[config.mk]
export PLATFORM = sky130hd
export DESIGN_NAME = keyed_flag_table_flat
export DESIGN_NICKNAME = d
export VERILOG_FILES = /design/src/hw/rtl/kft_pkg.sv /design/src/hw/rtl/kft_if.sv /design/src/hw/rtl/kft_store.sv /design/src/hw/rtl/kft_scan.sv /design/src/hw/rtl/keyed_flag_table.sv /design/src/flat_wrapper.sv
export SDC_FILE = /design/constraint.sdc
export NUM_CORES = 1
export LEC_CHECK = 0
export BUFFER_PORTS_ARGS = -buffer_cell sky130_fd_sc_hd__buf_2
export CORE_AREA = 3 3 254 256
export DETAILED_ROUTE_END_ITERATION = 6
export DIE_AREA = 0 0 257 259
export PLACE_DENSITY = 0.73
export RECOVER_POWER = 100
export SLEW_MARGIN = 20
export SYNTH_ARGS = -nofsm -noshare
export SYNTH_HDL_FRONTEND = slang
export SYNTH_SLANG_ARGS = --single-unit
[constraint.sdc]
create_clock -name clk -period 4.8 [get_ports clk]
set_clock_uncertainty 0.15 [all_clocks]
set_input_delay 0 -clock clk [delete_from_list [all_inputs] [get_ports clk]]
set_output_delay 0 -clock clk [all_outputs]
set_load 0.005 [all_outputs]
[src/hw/rtl/kft_pkg.sv]
`timescale 1ns / 1ps
`default_nettype none
// ----------------------------------------------------------------------------
// Keyed flag table package
// Shared widths, command and status codes, sequencer states and the
// structs that pass between the table store, the scan unit and the top level.
// ----------------------------------------------------------------------------
package kft_pkg;

  localparam int DEPTH_DEFAULT = 32;
  localparam int KEY_W_DEFAULT = 16;

  localparam int FUNC_W   = 3;
  localparam int KEY_IN_W = 16;
  localparam int FLAG_W   = 7;
  localparam int STATUS_W = 3;
  localparam int SLOT_W   = 5;

  // Command codes.
  localparam logic [FUNC_W-1:0] FN_MASK   = 3'd0;
  localparam logic [FUNC_W-1:0] FN_QUERY  = 3'd1;
  localparam logic [FUNC_W-1:0] FN_SET    = 3'd2;
  localparam logic [FUNC_W-1:0] FN_CLEAR  = 3'd3;
  localparam logic [FUNC_W-1:0] FN_TOGGLE = 3'd4;

  // Result status codes.
  localparam logic [STATUS_W-1:0] RS_ADDED    = 3'd0;
  localparam logic [STATUS_W-1:0] RS_UPDATED  = 3'd1;
  localparam logic [STATUS_W-1:0] RS_REMOVED  = 3'd2;
  localparam logic [STATUS_W-1:0] RS_NOTFOUND = 3'd3;
  localparam logic [STATUS_W-1:0] RS_FULL     = 3'd4;
  localparam logic [STATUS_W-1:0] RS_NOCHANGE = 3'd5;
  localparam logic [STATUS_W-1:0] RS_QUERY    = 3'd6;

  localparam logic [FLAG_W-1:0] FLAG_ALL    = 7'h7F;
  localparam logic [FLAG_W-1:0] INVITE_FLAG = 7'd16;

  typedef enum logic [1:0] {
    ST_IDLE,
    ST_SCAN,
    ST_DRAIN,
    ST_APPLY
  } kft_state_t;

  typedef struct packed {
    logic start;
    logic cmp_en;
  } kft_scan_ctl_t;

  typedef struct packed {
    logic              hit;
    logic              free;
    logic [FLAG_W-1:0] hit_flags;
  } kft_scan_res_t;

  typedef struct packed {
    logic en;
    logic valid;
  } kft_wr_ctl_t;

endpackage
`default_nettype wire

[src/hw/rtl/kft_if.sv]
`timescale 1ns / 1ps
`default_nettype none
// ----------------------------------------------------------------------------
// Keyed flag table channels
// Command and result channels, each with valid, ready and its payload.
// ----------------------------------------------------------------------------
interface kft_cmd_if;
  logic                         valid;
  logic                         ready;
  logic [kft_pkg::FUNC_W-1:0]   func;
  logic [kft_pkg::KEY_IN_W-1:0] key;
  logic [kft_pkg::FLAG_W-1:0]   flag_select;
  logic [kft_pkg::FLAG_W-1:0]   and_mask;
  logic [kft_pkg::FLAG_W-1:0]   xor_mask;

  modport source (output valid, func, key, flag_select, and_mask, xor_mask, input ready);
  modport sink (input valid, func, key, flag_select, and_mask, xor_mask, output ready);
endinterface

interface kft_res_if;
  logic                         valid;
  logic                         ready;
  logic [kft_pkg::STATUS_W-1:0] status;
  logic [kft_pkg::FLAG_W-1:0]   flags_now;
  logic                         flag_is_set;
  logic [kft_pkg::SLOT_W-1:0]   slot;
  logic                         send_invite;

  modport source (output valid, status, flags_now, flag_is_set, slot, send_invite,
                  input ready);
  modport sink (input valid, status, flags_now, flag_is_set, slot, send_invite,
                output ready);
endinterface
`default_nettype wire

[src/hw/rtl/kft_store.sv]
`timescale 1ns / 1ps
`default_nettype none
// ----------------------------------------------------------------------------
// Keyed flag table store
// Key and flag memory with one write port and one registered read port,
// plus per-slot valid bits that reset clears at once.
// ----------------------------------------------------------------------------
module kft_store #(
  parameter int DEPTH = kft_pkg::DEPTH_DEFAULT,
  parameter int KEY_W = kft_pkg::KEY_W_DEFAULT,
  localparam int IDX_W = (DEPTH > 1) ? $clog2(DEPTH) : 1
) (
  input  wire logic                      clk,
  input  wire logic                      rst,
  input  wire logic [IDX_W-1:0]          rd_addr,
  output logic                           rd_valid,
  output logic [KEY_W-1:0]               rd_key,
  output logic [kft_pkg::FLAG_W-1:0]     rd_flags,
  input  wire kft_pkg::kft_wr_ctl_t      wr,
  input  wire logic [IDX_W-1:0]          wr_addr,
  input  wire logic [KEY_W-1:0]          wr_key,
  input  wire logic [kft_pkg::FLAG_W-1:0] wr_flags
);

  localparam int WORD_W = KEY_W + kft_pkg::FLAG_W;

  logic [WORD_W-1:0] mem [DEPTH];
  logic [WORD_W-1:0] rd_word;
  logic [DEPTH-1:0]  valid;

  always_ff @(posedge clk) begin
    if (wr.en) begin
      mem[wr_addr] <= {wr_key, wr_flags};
    end
    rd_word <= mem[rd_addr];
  end

  always_ff @(posedge clk) begin
    if (rst) begin
      valid    <= '0;
      rd_valid <= 1'b0;
    end else begin
      if (wr.en) begin
        valid[wr_addr] <= wr.valid;
      end
      rd_valid <= valid[rd_addr];
    end
  end

  assign rd_key   = rd_word[WORD_W-1:kft_pkg::FLAG_W];
  assign rd_flags = rd_word[kft_pkg::FLAG_W-1:0];

endmodule
`default_nettype wire

[src/hw/rtl/kft_scan.sv]
`timescale 1ns / 1ps
`default_nettype none
// ----------------------------------------------------------------------------
// Keyed flag table scan unit
// Key comparator shared across all slots, one slot per cycle. Keeps the
// lowest matching valid slot and the lowest free slot seen so far.
// ----------------------------------------------------------------------------
module kft_scan #(
  parameter int DEPTH = kft_pkg::DEPTH_DEFAULT,
  parameter int KEY_W = kft_pkg::KEY_W_DEFAULT,
  localparam int IDX_W = (DEPTH > 1) ? $clog2(DEPTH) : 1
) (
  input  wire logic                       clk,
  input  wire logic                       rst,
  input  wire kft_pkg::kft_scan_ctl_t     ctl,
  input  wire logic [IDX_W-1:0]           cmp_idx,
  input  wire logic                       rd_valid,
  input  wire logic [KEY_W-1:0]           rd_key,
  input  wire logic [kft_pkg::FLAG_W-1:0] rd_flags,
  input  wire logic [KEY_W-1:0]           key,
  output kft_pkg::kft_scan_res_t          res,
  output logic [IDX_W-1:0]                hit_idx,
  output logic [IDX_W-1:0]                free_idx
);

  logic is_match;
  logic take_hit;
  logic take_free;

  assign is_match  = rd_valid && (rd_key == key);
  assign take_hit  = ctl.cmp_en && !res.hit && is_match;
  assign take_free = ctl.cmp_en && !res.free && !rd_valid;

  always_ff @(posedge clk) begin
    if (rst || ctl.start) begin
      res.hit  <= 1'b0;
      res.free <= 1'b0;
    end else begin
      if (take_hit) begin
        res.hit       <= 1'b1;
        res.hit_flags <= rd_flags;
      end
      if (take_free) begin
        res.free <= 1'b1;
      end
    end
  end

  always_ff @(posedge clk) begin
    if (take_hit) begin
      hit_idx <= cmp_idx;
    end
    if (take_free) begin
      free_idx <= cmp_idx;
    end
  end

endmodule
`default_nettype wire

[src/hw/rtl/keyed_flag_table.sv]
`timescale 1ns / 1ps
`default_nettype none
// ----------------------------------------------------------------------------
// Keyed flag table
// Associative table of keys with seven flag bits each, updated by mask,
// set, clear and toggle commands and read by queries.
// ----------------------------------------------------------------------------
//  Channel  Direction  Carries
//  cmd      in         func, key, flag_select, and_mask, xor_mask
//  res      out        status, flags_now, flag_is_set, slot, send_invite
//
// Each item passes from acceptance through the scan state, one slot per cycle
// through the store's read port into the shared key comparator, a drain state
// for the last compare, and an apply state that waits for a free result register.
// cmd.ready is high only while the sequencer is idle; one item is in work.
// The result register lets a new item be accepted while a result waits.
// Reset clears all valid bits at once, so no clearing pass is needed.
// ----------------------------------------------------------------------------
module keyed_flag_table #(
  parameter int TABLE_DEPTH = kft_pkg::DEPTH_DEFAULT,
  parameter int KEY_WIDTH   = kft_pkg::KEY_W_DEFAULT
) (
  input wire logic  clk,
  input wire logic  rst,
  kft_cmd_if.sink   cmd,
  kft_res_if.source res
);

  localparam int IDX_W = (TABLE_DEPTH > 1) ? $clog2(TABLE_DEPTH) : 1;
  localparam int CNT_W = $clog2(TABLE_DEPTH + 1);
  localparam int FW    = kft_pkg::FLAG_W;

  kft_pkg::kft_state_t state, state_next;

  logic [CNT_W-1:0] ptr;
  logic             accept;
  logic             load;
  logic             scan_last;

  // Latched command.
  logic [kft_pkg::FUNC_W-1:0] c_func;
  logic [KEY_WIDTH-1:0]       c_key;
  logic [FW-1:0]              c_sel;
  logic [FW-1:0]              c_and;
  logic [FW-1:0]              c_xor;

  // Store and scan connections.
  logic                   cmp_en;
  logic [IDX_W-1:0]       cmp_idx;
  logic                   rd_valid;
  logic [KEY_WIDTH-1:0]   rd_key;
  logic [FW-1:0]          rd_flags;
  kft_pkg::kft_scan_ctl_t scan_ctl;
  kft_pkg::kft_scan_res_t scan_res;
  logic [IDX_W-1:0]       hit_idx;
  logic [IDX_W-1:0]       free_idx;
  kft_pkg::kft_wr_ctl_t   wr;
  logic [IDX_W-1:0]       wr_addr;
  logic [FW-1:0]          wr_flags;

  // Decision for the item.
  logic [kft_pkg::STATUS_W-1:0] d_status;
  logic [FW-1:0]                d_now;
  logic                         d_isset;
  logic [IDX_W-1:0]             d_slot;
  logic                         d_invite;
  logic                         d_we;
  logic                         d_keep;
  logic [IDX_W-1:0]             d_addr;
  logic [FW-1:0]                new_flags;
  logic                         do_set;

  // Result register.
  logic                         res_valid;
  logic [kft_pkg::STATUS_W-1:0] res_status;
  logic [FW-1:0]                res_flags;
  logic                         res_isset;
  logic [kft_pkg::SLOT_W-1:0]   res_slot;
  logic                         res_invite;

  assign accept    = cmd.valid && cmd.ready;
  assign scan_last = (ptr == CNT_W'(TABLE_DEPTH - 1));
  assign load      = (state == kft_pkg::ST_APPLY) && (!res_valid || res.ready);

  always_comb begin
    state_next = state;
    unique case (state)
      kft_pkg::ST_IDLE: begin
        if (cmd.valid) state_next = kft_pkg::ST_SCAN;
      end
      kft_pkg::ST_SCAN: begin
        if (scan_last) state_next = kft_pkg::ST_DRAIN;
      end
      kft_pkg::ST_DRAIN: begin
        state_next = kft_pkg::ST_APPLY;
      end
      kft_pkg::ST_APPLY: begin
        if (load) state_next = kft_pkg::ST_IDLE;
      end
      default: state_next = kft_pkg::ST_IDLE;
    endcase
  end

  always_comb begin
    cmd.ready       = (state == kft_pkg::ST_IDLE);
    scan_ctl.start  = accept;
    scan_ctl.cmp_en = cmp_en;
    wr.en           = load && d_we;
    wr.valid        = d_keep;
    wr_addr         = d_addr;
    wr_flags        = d_now;
  end

  always_ff @(posedge clk) begin
    if (rst) begin
      state  <= kft_pkg::ST_IDLE;
      cmp_en <= 1'b0;
    end else begin
      state  <= state_next;
      cmp_en <= (state == kft_pkg::ST_SCAN);
    end
  end

  always_ff @(posedge clk) begin
    if (accept) begin
      ptr    <= '0;
      c_func <= cmd.func;
      c_key  <= KEY_WIDTH'(cmd.key);
      c_sel  <= cmd.flag_select;
      c_and  <= cmd.and_mask;
      c_xor  <= cmd.xor_mask;
    end else if (state == kft_pkg::ST_SCAN) begin
      ptr <= ptr + CNT_W'(1);
    end
    cmp_idx <= ptr[IDX_W-1:0];
  end

  kft_store #(
    .DEPTH (TABLE_DEPTH),
    .KEY_W (KEY_WIDTH)
  ) u_store (
    .clk      (clk),
    .rst      (rst),
    .rd_addr  (ptr[IDX_W-1:0]),
    .rd_valid (rd_valid),
    .rd_key   (rd_key),
    .rd_flags (rd_flags),
    .wr       (wr),
    .wr_addr  (wr_addr),
    .wr_key   (c_key),
    .wr_flags (wr_flags)
  );

  kft_scan #(
    .DEPTH (TABLE_DEPTH),
    .KEY_W (KEY_WIDTH)
  ) u_scan (
    .clk      (clk),
    .rst      (rst),
    .ctl      (scan_ctl),
    .cmp_idx  (cmp_idx),
    .rd_valid (rd_valid),
    .rd_key   (rd_key),
    .rd_flags (rd_flags),
    .key      (c_key),
    .res      (scan_res),
    .hit_idx  (hit_idx),
    .free_idx (free_idx)
  );

  // Outcome of the command from the scan result.
  always_comb begin
    d_status  = kft_pkg::RS_NOCHANGE;
    d_now     = '0;
    d_isset   = 1'b0;
    d_slot    = '0;
    d_invite  = 1'b0;
    d_we      = 1'b0;
    d_keep    = 1'b1;
    d_addr    = hit_idx;
    new_flags = '0;
    do_set    = 1'b0;
    unique case (c_func)
      kft_pkg::FN_MASK: begin
        if (scan_res.hit) begin
          d_slot = hit_idx;
          d_now  = scan_res.hit_flags;
        end
        new_flags = (scan_res.hit_flags & c_and) ^ c_xor;
        if (c_and == kft_pkg::FLAG_ALL && c_xor == '0) begin
          d_status = kft_pkg::RS_NOCHANGE;
        end else if (scan_res.hit) begin
          d_now  = new_flags;
          d_we   = 1'b1;
          d_keep = (new_flags != '0);
          d_status = (new_flags == '0) ? kft_pkg::RS_REMOVED : kft_pkg::RS_UPDATED;
        end else if (c_xor == '0) begin
          d_status = kft_pkg::RS_NOCHANGE;
        end else if (!scan_res.free) begin
          d_status = kft_pkg::RS_FULL;
        end else begin
          d_status = kft_pkg::RS_ADDED;
          d_now    = c_xor;
          d_slot   = free_idx;
          d_addr   = free_idx;
          d_we     = 1'b1;
        end
      end
      kft_pkg::FN_QUERY, kft_pkg::FN_SET, kft_pkg::FN_CLEAR, kft_pkg::FN_TOGGLE: begin
        if (!scan_res.hit) begin
          if (c_func == kft_pkg::FN_QUERY || c_func == kft_pkg::FN_CLEAR) begin
            d_status = kft_pkg::RS_NOTFOUND;
          end else if (!scan_res.free) begin
            d_status = kft_pkg::RS_FULL;
          end else begin
            // A new entry stays valid even when the selected flags are zero.
            d_status = kft_pkg::RS_ADDED;
            d_now    = c_sel;
            d_slot   = free_idx;
            d_addr   = free_idx;
            d_we     = 1'b1;
            d_invite = (c_sel == kft_pkg::INVITE_FLAG);
          end
        end else begin
          d_slot = hit_idx;
          if (c_func == kft_pkg::FN_QUERY) begin
            d_status = kft_pkg::RS_QUERY;
            d_now    = scan_res.hit_flags;
            d_isset  = ((scan_res.hit_flags & c_sel) != '0);
          end else begin
            do_set = (c_func == kft_pkg::FN_SET) ||
                     (c_func == kft_pkg::FN_TOGGLE && (scan_res.hit_flags & c_sel) == '0);
            d_we = 1'b1;
            if (do_set) begin
              d_now    = scan_res.hit_flags | c_sel;
              d_status = kft_pkg::RS_UPDATED;
              d_invite = (c_sel == kft_pkg::INVITE_FLAG);
            end else begin
              new_flags = scan_res.hit_flags & ~c_sel;
              d_now     = new_flags;
              d_keep    = (new_flags != '0);
              d_status  = (new_flags == '0) ? kft_pkg::RS_REMOVED : kft_pkg::RS_UPDATED;
            end
          end
        end
      end
      default: begin
        d_status = kft_pkg::RS_NOCHANGE;
      end
    endcase
  end

  always_ff @(posedge clk) begin
    if (rst) begin
      res_valid <= 1'b0;
    end else if (load) begin
      res_valid <= 1'b1;
    end else if (res.ready) begin
      res_valid <= 1'b0;
    end
  end

  always_ff @(posedge clk) begin
    if (load) begin
      res_status <= d_status;
      res_flags  <= d_now;
      res_isset  <= d_isset;
      res_slot   <= kft_pkg::SLOT_W'(d_slot);
      res_invite <= d_invite;
    end
  end

  assign res.valid       = res_valid;
  assign res.status      = res_status;
  assign res.flags_now   = res_flags;
  assign res.flag_is_set = res_isset;
  assign res.slot        = res_slot;
  assign res.send_invite = res_invite;

  a_accept_starts_scan: assert property (@(posedge clk) disable iff (rst)
    accept |=> (state == kft_pkg::ST_SCAN))
    else $error("accepted item did not start a scan");

  a_write_on_load: assert property (@(posedge clk) disable iff (rst)
    wr.en |-> (state == kft_pkg::ST_APPLY && (!res_valid || res.ready)))
    else $error("table written outside result load");

  a_removed_zero: assert property (@(posedge clk) disable iff (rst)
    (res.valid && res.status == kft_pkg::RS_REMOVED) |-> (res.flags_now == '0))
    else $error("removed entry reports nonzero flags");

  a_isset_query: assert property (@(posedge clk) disable iff (rst)
    (res.valid && res.flag_is_set) |-> (res.status == kft_pkg::RS_QUERY))
    else $error("flag answer outside a query");

  a_ptr_range: assert property (@(posedge clk) disable iff (rst)
    (state == kft_pkg::ST_SCAN) |-> (ptr < CNT_W'(TABLE_DEPTH)))
    else $error("scan pointer beyond table");

endmodule
`default_nettype wire
[src/flat_wrapper.sv]
// flat-port wrapper written by rule: the top's interface ports become plain ports
module keyed_flag_table_flat 
#(
  parameter int TABLE_DEPTH = kft_pkg::DEPTH_DEFAULT,
  parameter int KEY_WIDTH   = kft_pkg::KEY_W_DEFAULT
)
  (clk, rst, cmd_valid, cmd_func, cmd_key, cmd_flag_select, cmd_and_mask, cmd_xor_mask, cmd_ready, res_valid, res_status, res_flags_now, res_flag_is_set, res_slot, res_send_invite, res_ready);
  kft_cmd_if cmd_i ();
  kft_res_if res_i ();
  input wire logic clk;
  input wire logic rst;
  input wire logic [$bits(cmd_i.valid)-1:0] cmd_valid;
  input wire logic [$bits(cmd_i.func)-1:0] cmd_func;
  input wire logic [$bits(cmd_i.key)-1:0] cmd_key;
  input wire logic [$bits(cmd_i.flag_select)-1:0] cmd_flag_select;
  input wire logic [$bits(cmd_i.and_mask)-1:0] cmd_and_mask;
  input wire logic [$bits(cmd_i.xor_mask)-1:0] cmd_xor_mask;
  output wire logic [$bits(cmd_i.ready)-1:0] cmd_ready;
  output wire logic [$bits(res_i.valid)-1:0] res_valid;
  output wire logic [$bits(res_i.status)-1:0] res_status;
  output wire logic [$bits(res_i.flags_now)-1:0] res_flags_now;
  output wire logic [$bits(res_i.flag_is_set)-1:0] res_flag_is_set;
  output wire logic [$bits(res_i.slot)-1:0] res_slot;
  output wire logic [$bits(res_i.send_invite)-1:0] res_send_invite;
  input wire logic [$bits(res_i.ready)-1:0] res_ready;
  assign cmd_i.valid = cmd_valid;
  assign cmd_i.func = cmd_func;
  assign cmd_i.key = cmd_key;
  assign cmd_i.flag_select = cmd_flag_select;
  assign cmd_i.and_mask = cmd_and_mask;
  assign cmd_i.xor_mask = cmd_xor_mask;
  assign cmd_ready = cmd_i.ready;
  assign res_valid = res_i.valid;
  assign res_status = res_i.status;
  assign res_flags_now = res_i.flags_now;
  assign res_flag_is_set = res_i.flag_is_set;
  assign res_slot = res_i.slot;
  assign res_send_invite = res_i.send_invite;
  assign res_i.ready = res_ready;
  keyed_flag_table #(.TABLE_DEPTH(TABLE_DEPTH), .KEY_WIDTH(KEY_WIDTH)) u_core (.clk(clk), .rst(rst), .cmd(cmd_i), .res(res_i));
endmodule
[Word level (Yosys, flattened, before mapping)]
Memory sizes are Yosys's and may differ from the RTL's. A register that Yosys moved wholly into a read port is not among the register bits.
Cells that the tools add are included.
Word-level totals
  flip-flop bits (word level): 124
  bits in latches: 0
  bits in writable memories: 736
  ROM bits: 0
  output and inout bits: 19
  memories: 1
Memories
  u_core.u_store.mem: depth 32, bits a word 23, rd ports 1, clocked after Yosys merged registers in 1, write ports 1, RTL line kft_store.sv:27  | logic [WORD_W-1:0] mem [DEPTH];
Operators by class
  $add $sub $neg: 1
  $mul: 0
  div/mod/pow operators: 0
  order comparisons: 3
  equal/unequal tests: 14
  shift operators: 0
  muxes and demuxes: 70
  bitwise operators: 7
  reductions and logical operators: 33
Operators by type and width (count)
  5-bit 2-to-1 mux: 14
  7-bit 2-to-1 mux: 10
  32-bit bitwise mux: 1
  7-bit logical NOT: 4
  3-bit 2-to-1 mux: 8
  1-bit 2-to-1 mux: 23
  7-bit bitwise AND: 3
  7-bit nonzero test: 3
  5-bit case mux with 2 select lines: 2
  16-bit == test: 1
  7-bit case mux with 2 select lines: 1
  5-bit by 6-bit < comparator with 1-bit output (second input constant): 2
  1-bit logical AND: 11
  2-bit 2-to-1 mux: 5
  2-bit case mux with 4 select lines: 1
  7-bit by 5-bit == test with 1-bit output (second input constant): 1
  7-bit == test (second input constant): 1
  7-bit NOT: 1
  7-bit OR: 1
  7-bit bitwise XOR: 1
  6-bit by 1-bit adder with 6-bit output (second input constant): 1
  3-bit by 2-bit == test with 1-bit output (second input constant): 2
  6-bit by 5-bit == test with 1-bit output (second input constant): 1
  3-bit case mux with 2 select lines: 1
  other kinds (19): 29

[Depth between registers and ports, before layout]
  word-level depth: 10
  depth in mapped cells: 9

[Modules after synthesis]
Synthesis repeated with hierarchy kept, for this count alone.
Unflattened totals
  cell total of the unflattened synthesis: 1601
  area total of the unflattened synthesis: 34003.9 µm²
By module, submodules not included
  kft_store: times used 1, cells an instance 1286, area an instance 29942.5 µm²
  keyed_flag_table: times used 1, cells an instance 262, area an instance 3263.1 µm²
  kft_scan: times used 1, cells an instance 53, area an instance 798.3 µm²

[Worst setup path after synthesis]
No wires, ideal clock.
  path kind: register to register
  start point: register u_core.c_xor[3]
  end point: memory u_core.u_store.mem[12][0] (netlist name), enable pin
  setup time: 468 ps
  data arrival time: 4117 ps
  required time: 4182 ps
  setup slack: 65 ps
  cell stages (with the launch flop): 7
  path buffers: 1
  period minus slack after synthesis: 4735 ps
  cells stage by stage: edfxtp_1 > nor4_4 > a21oi_2 > mux2_4 > or2_1 > buf_6 > nor4_1
Between the ends
  word-level cells in the longest chain between the ends: 8
  elaborated cells between the ends (all ways): 13
RTL lines
  from (decl): RTL line keyed_flag_table.sv:45  | logic [FW-1:0] c_xor;
  from (signal assigned): RTL line keyed_flag_table.sv:131  | c_xor <= cmd.xor_mask;
  7-bit logical NOT (*): RTL line keyed_flag_table.sv:190, keyed_flag_table.sv:197
  1-bit 2-to-1 mux: RTL line keyed_flag_table.sv:197  | end else if (c_xor == '0) begin
  1-bit 2-to-1 mux: RTL line keyed_flag_table.sv:192  | end else if (scan_res.hit) begin
  1-bit 2-to-1 mux: RTL line keyed_flag_table.sv:190  | if (c_and == kft_pkg::FLAG_ALL && c_xor == '0) begin
  1-bit case mux with 2 select lines: RTL line keyed_flag_table.sv:183  | unique case (c_func)
  1-bit logical AND: RTL line keyed_flag_table.sv:108  | wr.en = load && d_we;
  1-bit 2-to-1 mux: RTL line kft_store.sv:32  | if (wr.en) begin
  1-bit 2-to-1 mux (not written as such): RTL line kft_store.sv:33  | mem[wr_addr] <= {wr_key, wr_flags};
  to (decl): RTL line kft_store.sv:27
Mark *: on every way between the ends. The rest lies on a longest branch, timed or not.

[Worst setup path in the final report]
  start point: register u_core.u_scan.res[3] (netlist name)
  end point: memory u_core.u_store.mem[28][0] (netlist name), data pin
Between the ends
  word-level cells in the longest chain between the ends: 8
RTL lines
  from (decl): RTL line kft_scan.sv:21  | output kft_pkg::kft_scan_res_t res,
  7-bit bitwise AND: RTL line keyed_flag_table.sv:232  | (c_func == kft_pkg::FN_TOGGLE && (scan_res.hit_flags & c_sel) == '0);
  7-bit logical NOT: RTL line keyed_flag_table.sv:232
  1-bit logical AND: RTL line keyed_flag_table.sv:232
  1-bit logical OR: RTL line keyed_flag_table.sv:231  | do_set = (c_func == kft_pkg::FN_SET) ||
  7-bit 2-to-1 mux: RTL line keyed_flag_table.sv:234  | if (do_set) begin
  7-bit 2-to-1 mux: RTL line keyed_flag_table.sv:226  | if (c_func == kft_pkg::FN_QUERY) begin
  7-bit 2-to-1 mux: RTL line keyed_flag_table.sv:210  | if (!scan_res.hit) begin
  7-bit case mux with 2 select lines: RTL line keyed_flag_table.sv:183
  named net u_core.d_now[0]: RTL line keyed_flag_table.sv:63  | logic [FW-1:0] d_now;
The timed path passes the listed nets, and every way through them passes these cells.

==> results.json <==
{
  "synth_cell_types": 68,
  "min_period_ns": 4.29,
  "antenna_found_initial": 3,
  "min-delay-start": "rst",
  "antenna_cells": 0,
  "track_usage_pct": 24.0,
  "vias_per_cell": 6.28,
  "cts_resized": 0,
  "synth_warnings": 0,
  "io_buffers": 62,
  "ctsHoldBuffers": 84,
  "synth_edf_count": 810,
  "area_delta_synth_final_pct": 15.5,
  "drc_errors": 0,
  "netlist_instances": 1576,
  "fin_crit_sh_pct": 89.3,
  "crit_type": "reg2reg",
  "outcome": "complete, but fails checks",
  "routed_wl_mm": 78.1,
  "hold_viol": 0,
  "nets": 1850,
  "rows": 92,
  "grt_pass1_wl_mm": 117,
  "cp-start-kind": "flop",
  "place.gp.congestion": 0.914,
  "ir_drop_v": 0.000378,
  "synthFlopType": "edfxtp_1",
  "first_global_vias": 17510,
  "slowest_delay_ns": 1.08,
  "violations": "capacitance limit, slew limit",
  "relSlewSlack_pct": -118,
  "grt-ovfl-total": 0,
  "path_max_fanout": 33,
  "vias": 17055,
  "cts_tree": "built",
  "drt_iter0_drc": 1917,
  "min-delay-path-class": "in2reg",
  "clk_pin_slew_ns": 0.06,
  "worstSetupStartpoint": "u_core.u_scan.res[3]",
  "critical_path_arrival_ns": 4.35,
  "cts_buffer_depth": 3,
  "whs_path_depth": 3,
  "antenna_left": 0,
  "p_per_area_nw_per_um2": 495,
  "netlist.area_leader.share_pct": 71.2,
  "synth-seq-area-share_pct": 75.5,
  "numClockSinks": 883,
  "end_kind": "flop",
  "max_slew.worst_pin.slew_ns": 3.27,
  "start_util_pct": 54.4,
  "htree_num_levels": 3,
  "post_cts_buffers": 0,
  "power.leakage_nw": 12.5,
  "cp_slowest_cell": "clkbuf_1",
  "rsz0062_at_grt": "false",
  "yosys.area.top_type": "edfxtp_1",
  "clock_latency_ns": 0.65,
  "grt_max_degree": 66,
  "max_cap_viol_count": 16,
  "yosys_register_bits": 883,
  "root_buffer": "clkbuf_16",
  "r2r_start": "u_core.u_scan.res[3]",
  "coreArea_um2": 62700,
  "routedWlPerCell_um": 28.7,
  "finalSetupTns_ns": 0,
  "setup_violations": 0,
  "postSynthAreaPerCell_um2": 21.7,
  "numPlacedInstances": 2473,
  "synth_fp_nets": 1625,
  "crit_chain": "a222oi_1, and3_1, a21oi_1, o21ai_0, a32oi_1, o21ai_2, clkbuf_1",
  "finalMaxSlewViolations": 501,
  "drt_pass1_iterations": 5,
  "async_reset_ff_share_pct": 0,
  "yosys-top-cells-area": "edfxtp_1, mux4_2, dfxtp_1, mux2i_1, mux2_2",
  "ios": 63,
  "dieArea_um2": 66600,
  "syn_area_um2": 34200,
  "required_ns": 4.86,
  "drive_gt1_share_pct": 27.3,
  "die_x_um": 257,
  "cts_made_buffers": 87,
  "max_clock_freq_mhz": 233,
  "die_h_um": 259,
  "dpl.hpwl_mm": 44.2,
  "rr_worst_depth": 7,
  "instances_no_fill": 2716
}
-- flip-flops by register name (all words and copies together) (netlist names), 5 cells and up --
signal and count:
u_core.c_xor 7, u_core.u_scan.hit_idx 5, u_core.c_sel 7, u_core.c_and 7, u_core.ptr 6, u_core.c_key 16
u_core.u_scan.res 9, u_core.res.slot 5, u_core.cmp_idx 5, u_core.res.flags_now 7, u_core.u_store.rd_word 23, u_core.u_scan.free_idx 5
u_core.u_store.mem 736, u_core.u_store.valid 32
-- worst paths after layout --
| kind | end | slack (ns) |
|---|---|---|
| setup / recovery | u_core.u_store.mem[28][0] | 0.51 |
| hold / removal | u_core.u_store.rd_valid | 0.13 |
| setup reg to reg | u_core.u_store.mem[28][0] | 0.51 |
| hold reg to reg | u_core.u_scan.res[6] | 0.25 |
-- Yosys cell counts, types with 4 or more instances --
library cell  count
o21ai_0          11
or4_1             4
nand2b_1          7
a22oi_1          10
nor3_1           19
mux2i_1          34
clkbuf_1         52
edfxtp_1        810
nor4_1           13
nor2b_1           7
ha_1              5
inv_1            13
o22ai_1           4
nand2_1          53
a21oi_1          15
xnor2_1          12
dfxtp_1          73
a32oi_1           7
nand4_1           6
and3_1            7
nor3_2            7
nor2_1           28
xor2_1           15
buf_1            13
mux2_2           23
nand3_1           8
buf_2            16
o211ai_1          5
mux4_2          240
-- layout by cell type (no fill, tap or decap), types with 8 or more instances in the layout --
| master | n |
|---|---|
| clkbuf_2 | 11 |
| xnor2_1 | 12 |
| mux2i_1 | 34 |
| buf_4 | 29 |
| dlygate4sd3_1 | 84 |
| clkinv_1 | 14 |
| buf_12 | 8 |
| nor3_1 | 16 |
| nand3_1 | 8 |
| clkbuf_16 | 89 |
| inv_1 | 13 |
| a21oi_1 | 15 |
| o21ai_0 | 11 |
| mux4_2 | 240 |
| nor2_1 | 26 |
| nor4_1 | 13 |
| clkbuf_8 | 12 |
| clkinv_2 | 13 |
| xor2_1 | 15 |
| mux2_2 | 23 |
| dfxtp_1 | 73 |
| buf_2 | 46 |
| nand2_1 | 53 |
| edfxtp_1 | 810 |
| clkbuf_1 | 57 |
| a22oi_1 | 10 |
-- per-stage QoR --
step | hold WS [ns] | utilization [%] | instance area, µm² | worst slack [ns] | total power, W
floorplan | -0.0511 | - | 34200 | 0.0650 | 0.0116
global placement | 0.0259 | 57.5 | 36100 | 1.15 | 0.0127
detailed placement | 0.0281 | 57.5 | 36100 | 1.02 | 0.0128
CTS | 0.0630 | 63.4 | 39800 | 0.987 | 0.0196
global route | 0.136 | 62.9 | 39400 | 0.310 | 0.0202
finish | 0.129 | 62.9 | 39400 | 0.514 | 0.0195
-- cells by family (layout without fill, tap and decap cells) --
| kind of cell | Yosys count | count (layout) | synth area share, % |
|---|---|---|---|
| AOI/OAI and AO/OA | 92 | 92 | 2.15 |
| muxes | 298 | 298 | 17.6 |
| xor gates and xnor gates | 27 | 27 | 0.692 |
| and+or+nand+nor | 174 | 174 | 2.67 |
| DFF | 883 | 883 | 75.5 |
| adders and majority gates | 5 | 5 | 0.183 |
| buffers and inverters | 97 | 391 | 1.19 |
-- critical path: cells and delay by family, from the launching register on --
family	cells	cell delay, ns
AOI/OAI and AO/OA	5	1.77
DFF	1	0.54
and+or+nand+nor	1	0.32
buffers and inverters	1	1.08
-- routing by layer --
| layer | track usage [%] | share of wire [%] | vias to the layer above |
|---|---|---|---|
| met5 | 0 | 0.023 | - |
| met4 | 7.13 | 2.9 | 2 |
| met3 | 4.58 | 8.9 | 144 |
| met2 | 38.6 | 49 | 876 |
| met1 | 34.0 | 39 | 8953 |
| li1 | - | - | 7080 |
-- final cells by class --
| cell class | count | area [µm²] |
|---|---|---|
| well taps | 846 | 1060 |
| clock buffers | 117 | 2450 |
| repair buffers | 220 | 1670 |
| fillers | 4113 | 23300 |
| inverters | 13 | 48.8 |
| multi-input cells | 596 | 7990 |
| clock inverters | 41 | 437 |
| flip-flops and latches | 883 | 25800 |
-- power by group --
part | total (W) | internal, W | switching [W]
clock network | 0.00682 | 0.00397 | 0.00284
logic | 0.00345 | 0.00162 | 0.00183
registers | 0.00925 | 0.00894 | 0.000308
Power figures use the tool's default switching activity.
